$ cat config.mk
export PLATFORM = sky130hd
export DESIGN_NAME = led_flash_timeout_display_controller_unit
export DESIGN_NICKNAME = d
export VERILOG_FILES = /design/src/hdl/ledfl_pkg.sv /design/src/hdl/ledfl_step.sv /design/src/hdl/led_flash_timeout_display_controller_unit.sv
export SDC_FILE = /design/constraint.sdc
export NUM_CORES = 1
export LEC_CHECK = 0
export ABC_AREA = 1
export BUFFER_PORTS_ARGS = -buffer_cell sky130_fd_sc_hd__buf_2
export CORE_MARGIN = 3
export CORE_UTILIZATION = 60
export CTS_CLUSTER_DIAMETER = 40
export CTS_CLUSTER_SIZE = 25
export DETAILED_ROUTE_END_ITERATION = 10
export GPL_TIMING_DRIVEN = 1
export PLACE_DENSITY_LB_ADDON = 0.3
export SYNTH_ARGS = -nofsm -noshare
export SYNTH_HDL_FRONTEND = slang
export SYNTH_HIERARCHICAL = 1
export SYNTH_SLANG_ARGS = --single-unit
$ cat constraint.sdc
create_clock -name i_clk -period 11.37 [get_ports i_clk]
set_input_delay 1.137 -clock i_clk [delete_from_list [all_inputs] [get_ports i_clk]]
set_output_delay 1.137 -clock i_clk [all_outputs]
set_load 0.02 [all_outputs]
$ cat src/hdl/ledfl_pkg.sv
// ----------------------------------------------------------------------------
// ledfl_pkg
// Types, action codes and digit encoding for the LED flash/timeout display
// controller.
// ----------------------------------------------------------------------------
`default_nettype none

package ledfl_pkg;

    localparam logic [2:0] ACT_TICK       = 3'd0;
    localparam logic [2:0] ACT_PROGRAM    = 3'd1;
    localparam logic [2:0] ACT_COLOURS    = 3'd2;
    localparam logic [2:0] ACT_FLASH      = 3'd3;
    localparam logic [2:0] ACT_TIMED_SHOW = 3'd4;
    localparam logic [2:0] ACT_CLEAR      = 3'd5;

    localparam logic [7:0] MASK_ROTENC = 8'b0000_0011;
    localparam logic [7:0] MASK_PROG   = 8'b1111_1100;
    localparam logic [3:0] MAX_SPEED   = 4'd14;

    typedef struct packed {
        logic [2:0]  action;
        logic [15:0] now;
        logic [5:0]  program_req;
        logic        orange;
        logic        blue;
        logic [7:0]  leds;
        logic [3:0]  speed;
        logic [7:0]  repeats;
        logic [15:0] duration;
    } t_in_item;

    typedef struct packed {
        logic       shift_valid;
        logic [7:0] pattern;
        logic       clear_pulse;
        logic       flashing;
        logic       timed_showing;
    } t_out_item;

    typedef struct packed {
        logic [7:0]  display_bits;
        logic        flash_active;
        logic [15:0] flash_start_time;
        logic [7:0]  flash_pattern;
        logic [7:0]  flash_toggle_mask;
        logic        flash_phase;
        logic [3:0]  flash_rate;
        logic [7:0]  flash_remaining;
        logic        timed_active;
        logic [15:0] timed_start_time;
        logic [15:0] timed_length;
    } t_state;

    // Low program digit lands on bits 7, 5, 3.
    function automatic logic [7:0] lo_digit(input logic [2:0] d);
        lo_digit = {d[0], 1'b0, d[1], 1'b0, d[2], 3'b000};
    endfunction

    // High program digit lands on bits 6, 4, 2.
    function automatic logic [7:0] hi_digit(input logic [2:0] d);
        hi_digit = {1'b0, d[0], 1'b0, d[1], 1'b0, d[2], 2'b00};
    endfunction

endpackage

`default_nettype wire

$ cat src/hdl/ledfl_step.sv
// ----------------------------------------------------------------------------
// ledfl_step
// Next-state and result logic for one event, applied to the current state.
// ----------------------------------------------------------------------------
`default_nettype none

module ledfl_step (
    input  wire  ledfl_pkg::t_in_item  i_item,
    input  wire  ledfl_pkg::t_state    i_state,
    output ledfl_pkg::t_state          o_state,
    output ledfl_pkg::t_out_item       o_result
);
    import ledfl_pkg::*;

    logic [15:0] w_flash_elapsed;
    logic [15:0] w_timed_elapsed;
    logic [3:0]  w_bit_idx;
    logic        w_phase;
    logic [7:0]  w_new_prog;
    logic [7:0]  w_new_col;
    logic [7:0]  w_toggled;
    logic        w_quiet;
    t_state      w_st;
    logic        w_valid;
    logic        w_pulse;
    logic [7:0]  w_byte;

    assign w_flash_elapsed = i_item.now - i_state.flash_start_time;
    assign w_timed_elapsed = i_item.now - i_state.timed_start_time;
    assign w_bit_idx       = MAX_SPEED - i_state.flash_rate;
    assign w_phase         = w_flash_elapsed[w_bit_idx];
    assign w_new_prog      = lo_digit(i_item.program_req[2:0])
                           | hi_digit(i_item.program_req[5:3]);
    assign w_new_col       = {6'b0, i_item.blue, i_item.orange};
    assign w_toggled       = i_state.flash_pattern ^ i_state.flash_toggle_mask;
    assign w_quiet         = !i_state.flash_active && !i_state.timed_active;

    always_comb begin
        w_st    = i_state;
        w_valid = 1'b0;
        w_pulse = 1'b0;
        w_byte  = 8'd0;
        unique case (i_item.action)
            ACT_TICK: begin
                if (i_state.flash_active) begin
                    if (w_phase != i_state.flash_phase) begin
                        if (i_state.flash_remaining == 8'd1) begin
                            w_st.flash_active = 1'b0;
                            w_byte            = i_state.display_bits;
                        end else begin
                            w_st.flash_pattern = w_toggled;
                            w_byte             = w_toggled;
                        end
                        w_valid = 1'b1;
                        if (i_state.flash_remaining != 8'd0) begin
                            w_st.flash_remaining = i_state.flash_remaining - 8'd1;
                        end
                        w_st.flash_phase = w_phase;
                    end
                end else if (i_state.timed_active) begin
                    if (w_timed_elapsed > i_state.timed_length) begin
                        w_byte            = i_state.display_bits;
                        w_valid           = 1'b1;
                        w_st.timed_active = 1'b0;
                    end
                end
            end
            ACT_PROGRAM: begin
                if (w_new_prog != (i_state.display_bits & MASK_PROG)) begin
                    w_st.display_bits = (i_state.display_bits & MASK_ROTENC) | w_new_prog;
                    if (w_quiet) begin
                        w_byte  = w_st.display_bits;
                        w_valid = 1'b1;
                    end
                end
            end
            ACT_COLOURS: begin
                if (w_new_col != (i_state.display_bits & MASK_ROTENC)) begin
                    w_st.display_bits = (i_state.display_bits & MASK_PROG) | w_new_col;
                    if (w_quiet) begin
                        w_byte  = w_st.display_bits;
                        w_valid = 1'b1;
                    end
                end
            end
            ACT_FLASH: begin
                w_st.flash_active      = 1'b1;
                w_st.flash_toggle_mask = i_item.leds;
                w_st.flash_pattern     = i_state.display_bits ^ i_item.leds;
                w_st.flash_remaining   = i_item.repeats;
                w_st.flash_start_time  = i_item.now;
                w_st.flash_rate        = (i_item.speed > MAX_SPEED) ? MAX_SPEED
                                                                    : i_item.speed;
                w_st.flash_phase       = 1'b0;
                w_byte                 = i_state.display_bits ^ i_item.leds;
                w_valid                = 1'b1;
            end
            ACT_TIMED_SHOW: begin
                w_st.timed_active     = 1'b1;
                w_st.timed_start_time = i_item.now;
                w_st.timed_length     = i_item.duration;
                w_byte                = i_item.leds;
                w_valid               = 1'b1;
            end
            ACT_CLEAR: begin
                w_byte            = i_state.display_bits;
                w_valid           = 1'b1;
                w_pulse           = 1'b1;
                w_st.display_bits = 8'd0;
                w_st.flash_active = 1'b0;
                w_st.timed_active = 1'b0;
            end
            default: begin
            end
        endcase
    end

    assign o_state                = w_st;
    assign o_result.shift_valid   = w_valid;
    assign o_result.pattern       = w_byte;
    assign o_result.clear_pulse   = w_pulse;
    assign o_result.flashing      = w_st.flash_active;
    assign o_result.timed_showing = w_st.timed_active;

endmodule

`default_nettype wire

$ cat src/hdl/led_flash_timeout_display_controller_unit.sv
// ----------------------------------------------------------------------------
// led_flash_timeout_display_controller_unit
// Event-driven controller for an 8-LED shift-register display.
// ----------------------------------------------------------------------------
// Path: an event is taken into the input register, and its result is written
// to the result register once that register is free or draining.
// Throughput: one event per cycle while the output is not stalled; the state
// update is a single pass of compare/subtract logic between the two registers.
// Reset: synchronous, active low; clears both stage valids and all state.
`default_nettype none

module led_flash_timeout_display_controller_unit (
    input  wire                        i_clk,
    input  wire                        i_rst_n,
    input  wire                        i_in_valid,
    output logic                       o_in_ready,
    input  wire  ledfl_pkg::t_in_item  i_in_item,
    output logic                       o_out_valid,
    input  wire                        i_out_ready,
    output ledfl_pkg::t_out_item       o_out_item
);
    import ledfl_pkg::*;

    logic      r_in_valid;
    t_in_item  r_in_item;
    logic      r_out_valid;
    t_out_item r_out_item;
    t_state    r_state;
    t_state    n_state;
    t_out_item n_out_item;
    logic      w_advance;

    // The input stage moves on when the result register is free or draining.
    assign w_advance  = !r_out_valid || i_out_ready;
    assign o_in_ready = !r_in_valid || w_advance;

    ledfl_step u_step (
        .i_item   (r_in_item),
        .i_state  (r_state),
        .o_state  (n_state),
        .o_result (n_out_item)
    );

    always_ff @(posedge i_clk) begin
        if (!i_rst_n) begin
            r_in_valid <= 1'b0;
        end else if (o_in_ready) begin
            r_in_valid <= i_in_valid;
        end
    end

    always_ff @(posedge i_clk) begin
        if (o_in_ready && i_in_valid) begin
            r_in_item <= i_in_item;
        end
    end

    always_ff @(posedge i_clk) begin
        if (!i_rst_n) begin
            r_out_valid <= 1'b0;
            r_state     <= '0;
        end else if (w_advance) begin
            r_out_valid <= r_in_valid;
            if (r_in_valid) begin
                r_state <= n_state;
            end
        end
    end

    always_ff @(posedge i_clk) begin
        if (w_advance && r_in_valid) begin
            r_out_item <= n_out_item;
        end
    end

    assign o_out_valid = r_out_valid;
    assign o_out_item  = r_out_item;

    // A held input item must not be overwritten or dropped.
    a_in_hold: assert property (@(posedge i_clk) disable iff (!i_rst_n)
        r_in_valid && !w_advance |=> r_in_valid && $stable(r_in_item))
        else $error("input stage lost or changed a held item");

    // A reset pulse always comes with a shifted byte.
    a_pulse_shift: assert property (@(posedge i_clk) disable iff (!i_rst_n)
        o_out_valid && o_out_item.clear_pulse |-> o_out_item.shift_valid)
        else $error("clear pulse without shift");

    // Nothing shifted means a zero byte.
    a_idle_byte: assert property (@(posedge i_clk) disable iff (!i_rst_n)
        o_out_valid && !o_out_item.shift_valid |-> o_out_item.pattern == 8'd0)
        else $error("pattern nonzero without shift");

    // Clear ends both the flash and the timed show.
    a_clear_modes: assert property (@(posedge i_clk) disable iff (!i_rst_n)
        o_out_valid && o_out_item.clear_pulse
            |-> !o_out_item.flashing && !o_out_item.timed_showing)
        else $error("mode still active after clear");

endmodule

`default_nettype wire

==> results.md <==
- Outcome: completed
- Final hold slack: 0.482 ns
- Most frequent CP cell: nand2_1
- CP bufs+invs: 2
- Minimum clock period: 4.15 ns
- Clk_lat worst skew: 0.44 ns
- Yosys cell types: 48
- Layout area overhead: 8.53%
- Top sig layer: met4
- Total die area: 0.0202 mm^2
- Final-stage net count: 1,774
- Pint: 1.12 mW
- Least-Margin Pin Slew: 1.11 ns
- Post-synth top area cell: edfxtp_1
- Slowest-stage cell, CP: edfxtp_1
- Chip width: 142 um
- Cells along the critical path: inv_1 > fa_1 > nand3b_1 > and2_1 > o221ai_1 > nand2_1 > nand2_1 > nand2_1 > nand2_1 > nand2_1 > a21oi_1 > xor2_1 > inv_1 > ha_1 > nand3_1 > nor3_1 > nand2_1 > o2111ai_1 > nand2_1 > o31ai_1 > nand3_1 > nand2_1
- Commonest non-fill, non-tap cell in the layout: nand2_1
- Syn avg cell area: 6.85 um^2
- Initial Util: 0.616
- Fillers: 1,534
- Clock share of power: 0.352
- Wirelength, routed: 27,500 um
- Setup crit start kind: register
- CTS Buf Count: 17
- Pre-Repair DR Iteration Count: 7
- First DRT Iteration DRCs: 949
- Input/output buffers: 80
- Slew HR: 0.263
- Inst Count DP: 1,866
- Sw frac: 0.339
- Synth Instances: 1,627
- Synth top area cells: edfxtp_1 (20%), dfxtp_1 (16%), nand2_1 (12%), inv_1 (9.7%), nand3_1 (7.2%)
- Routed via count: 10,500
- Metal2 WL: 12,500 um
- Mapped Nets: 1,745
- Antenna violations before repair: 0
- Final setup viols: 0
- Clock Sinks: 164
- RSZ-0062 raised after global routing: no
- ANT cells: 0
- Slew Viols, Final: 0
- Seq/Total Area, Yosys: 0.362
- First-pass GRT wire length: 45,400 um
- Post_cts resized: 0
- Design Area, Final: 0.0121 mm^2
- Largest stage delay, worst path: 0.48 ns
- Core Util, Final: 0.669
- Synthesized flop and latch total: 164
- GRT Residual Overflow: 0
- Hold Crit Class: register to register
- Vias/cell: 5.55
- Setup Skew: 0.0169 ns
- Comb power frac: 0.240
- Final Hold Viols: 0
- Depth of the CTS H-tree: 4
- LEAKAGE: 5.66 nW
- Most frequent cells in the layout: nand2_1 (350), inv_1 (288), nand3_1 (161), nor2_1 (161), a21oi_1 (157)
- Root Driver: clkbuf_16
- Total GRT Usage: 0.274
- Setup CP Type: register to register
- CP top delay family: simple AND/OR/NAND/NOR gates
- Core area: 0.0181 mm^2
- Power per cell area: 140 mW/mm^2
- # rows: 49
- Post-synth top area share: 0.202
- Clk slew on worst S/H paths: 0.07 ns
- Psw: 0.576 mW
- Largest net degree at the start of global routing: 116
- CP Max Fanout: 7
- Worst path arrival time: 4.46 ns
- Cell area after synthesis: 0.0111 mm^2
- HPWL after detailed placement: 18,700 um
- Ys flop type: dfxtp_1
- CP required: 11.68 ns
- Number of global-route vias before repair: 9,495
- TritonCTS clock tree: done
- Setup TNS: 0 ns
- Area after DPL: 0.0115 mm^2
- # hold bufs at CTS: 0
- Max cap viols: 0
- Syn. warnings: 6
- Placer Congestion: 0.938
- CP Capture Type: register
- Die Ht: 142 um
- Peak supply drop: 0.123 mV
- Drt drc: 0
- CTS max path bufs: 2
- Peak Freq: 0.241 GHz
- Wl on met1: 11,900 um
- Setup Buffers After CTS: 0
- Final cell count without fillers: 1,898
- Wire length on met3: 2460 um
- Boundary pin count: 81
- Detail-routed net length per standard cell: 14.5 um
- Number of synthesized flops with an enable pin: 75
- Tcrit/Tclk final: 0.365
- Antenna-violating nets left: 0
- Flop pwr share: 0.408
- Asr flop ratio synth: 0
- Layout cell share with drive strength beyond 1: 0.0929
layer usage:
layer  vias up  track usage
met2       458        0.439
li1       5282            -
met1      4746        0.376
met3        55       0.0531
met4         0       0.0864
met5         -            0
final timing paths:
path                                              start                 endpoint  slack, ns  cells past startpoint
worst max-delay path            r_in_item[45]$_DFFE_PP_  o_out_item[7]$_DFFE_PP_       7.22                     22
worst min-delay path            r_state[9]$_SDFFE_PN0P_  r_state[9]$_SDFFE_PN0P_       0.48                      2
worst max register to register  r_in_item[45]$_DFFE_PP_  o_out_item[7]$_DFFE_PP_       7.22                     22
worst min register to register  r_state[9]$_SDFFE_PN0P_  r_state[9]$_SDFFE_PN0P_       0.48                      2
state kept, by name, summed over array words and instances (netlist names):
register / count
o_out_item: 12
r_in_item: 63
r_in_valid: 1
o_out_valid: 1
r_state: 87
synth_stat cells, types with 3 or more instances:
| master | n |
|---|---|
| a21oi_1 | 157 |
| and2_1 | 3 |
| buf_1 | 3 |
| buf_2 | 32 |
| buf_4 | 9 |
| buf_6 | 9 |
| clkbuf_1 | 26 |
| dfxtp_1 | 89 |
| edfxtp_1 | 75 |
| ha_1 | 49 |
| inv_1 | 289 |
| inv_2 | 8 |
| nand2_1 | 351 |
| nand2_2 | 6 |
| nand2_4 | 4 |
| nand3_1 | 161 |
| nand3_2 | 4 |
| nand4_1 | 12 |
| nor2_1 | 161 |
| nor3_1 | 8 |
| o2111ai_1 | 4 |
| o211ai_1 | 4 |
| o21ai_0 | 70 |
| o21ai_1 | 5 |
| o21bai_1 | 4 |
| o221ai_1 | 4 |
| o22ai_1 | 11 |
| o31ai_1 | 9 |
| or2_2 | 5 |
| xnor2_1 | 12 |
| xor2_1 | 19 |
area by class of cell:
type | instances | area [um^2] | share of cell area
multi-input combinational | 1085 | 5560 | 0.460
sequential | 164 | 4040 | 0.334
inverter | 299 | 1120 | 0.0928
timing repair buffer | 89 | 468 | 0.0387
clock buffer | 17 | 425 | 0.0352
tap | 229 | 287 | 0.0237
clock inverter | 15 | 191 | 0.0158
worst min-delay path: stages (launching register included):
cell     delay (ns)
dfxtp_1        0.33
a21oi_1        0.04
nor2_1         0.08
metrics by stage:
step / total power, mW / setup slack (ns)
finish: 1.70 / 7.22
global route: 1.79 / 6.85
CTS: 1.70 / 7.29
detailed placement: 1.10 / 7.29
global placement: 1.09 / 7.51
floorplan: 1.01 / 7.81
power by group through the flow:
stage	clock (mW)	sequential (mW)	combinational [mW]
floorplan	0	0.693	0.319
global placement	0	0.703	0.385
detailed placement	0	0.705	0.396
CTS	0.604	0.692	0.402
global route	0.630	0.697	0.464
finish	0.598	0.693	0.408
cells by family (layout without fill, tap and decap cells):
group | Yosys count | after routing | share of synthesized area
AND/OR/NAND/NOR | 722 | 722 | 0.277
buffers and inverters | 378 | 420 | 0.140
AO/OA/AOI/OAI | 280 | 280 | 0.137
flip-flops | 164 | 164 | 0.362
adder cells (fa/ha/maj) | 51 | 51 | 0.0586
XOR/XNOR | 31 | 31 | 0.0244
multiplexers | 1 | 1 | 0.00101
Power figures use the tool's default switching activity.
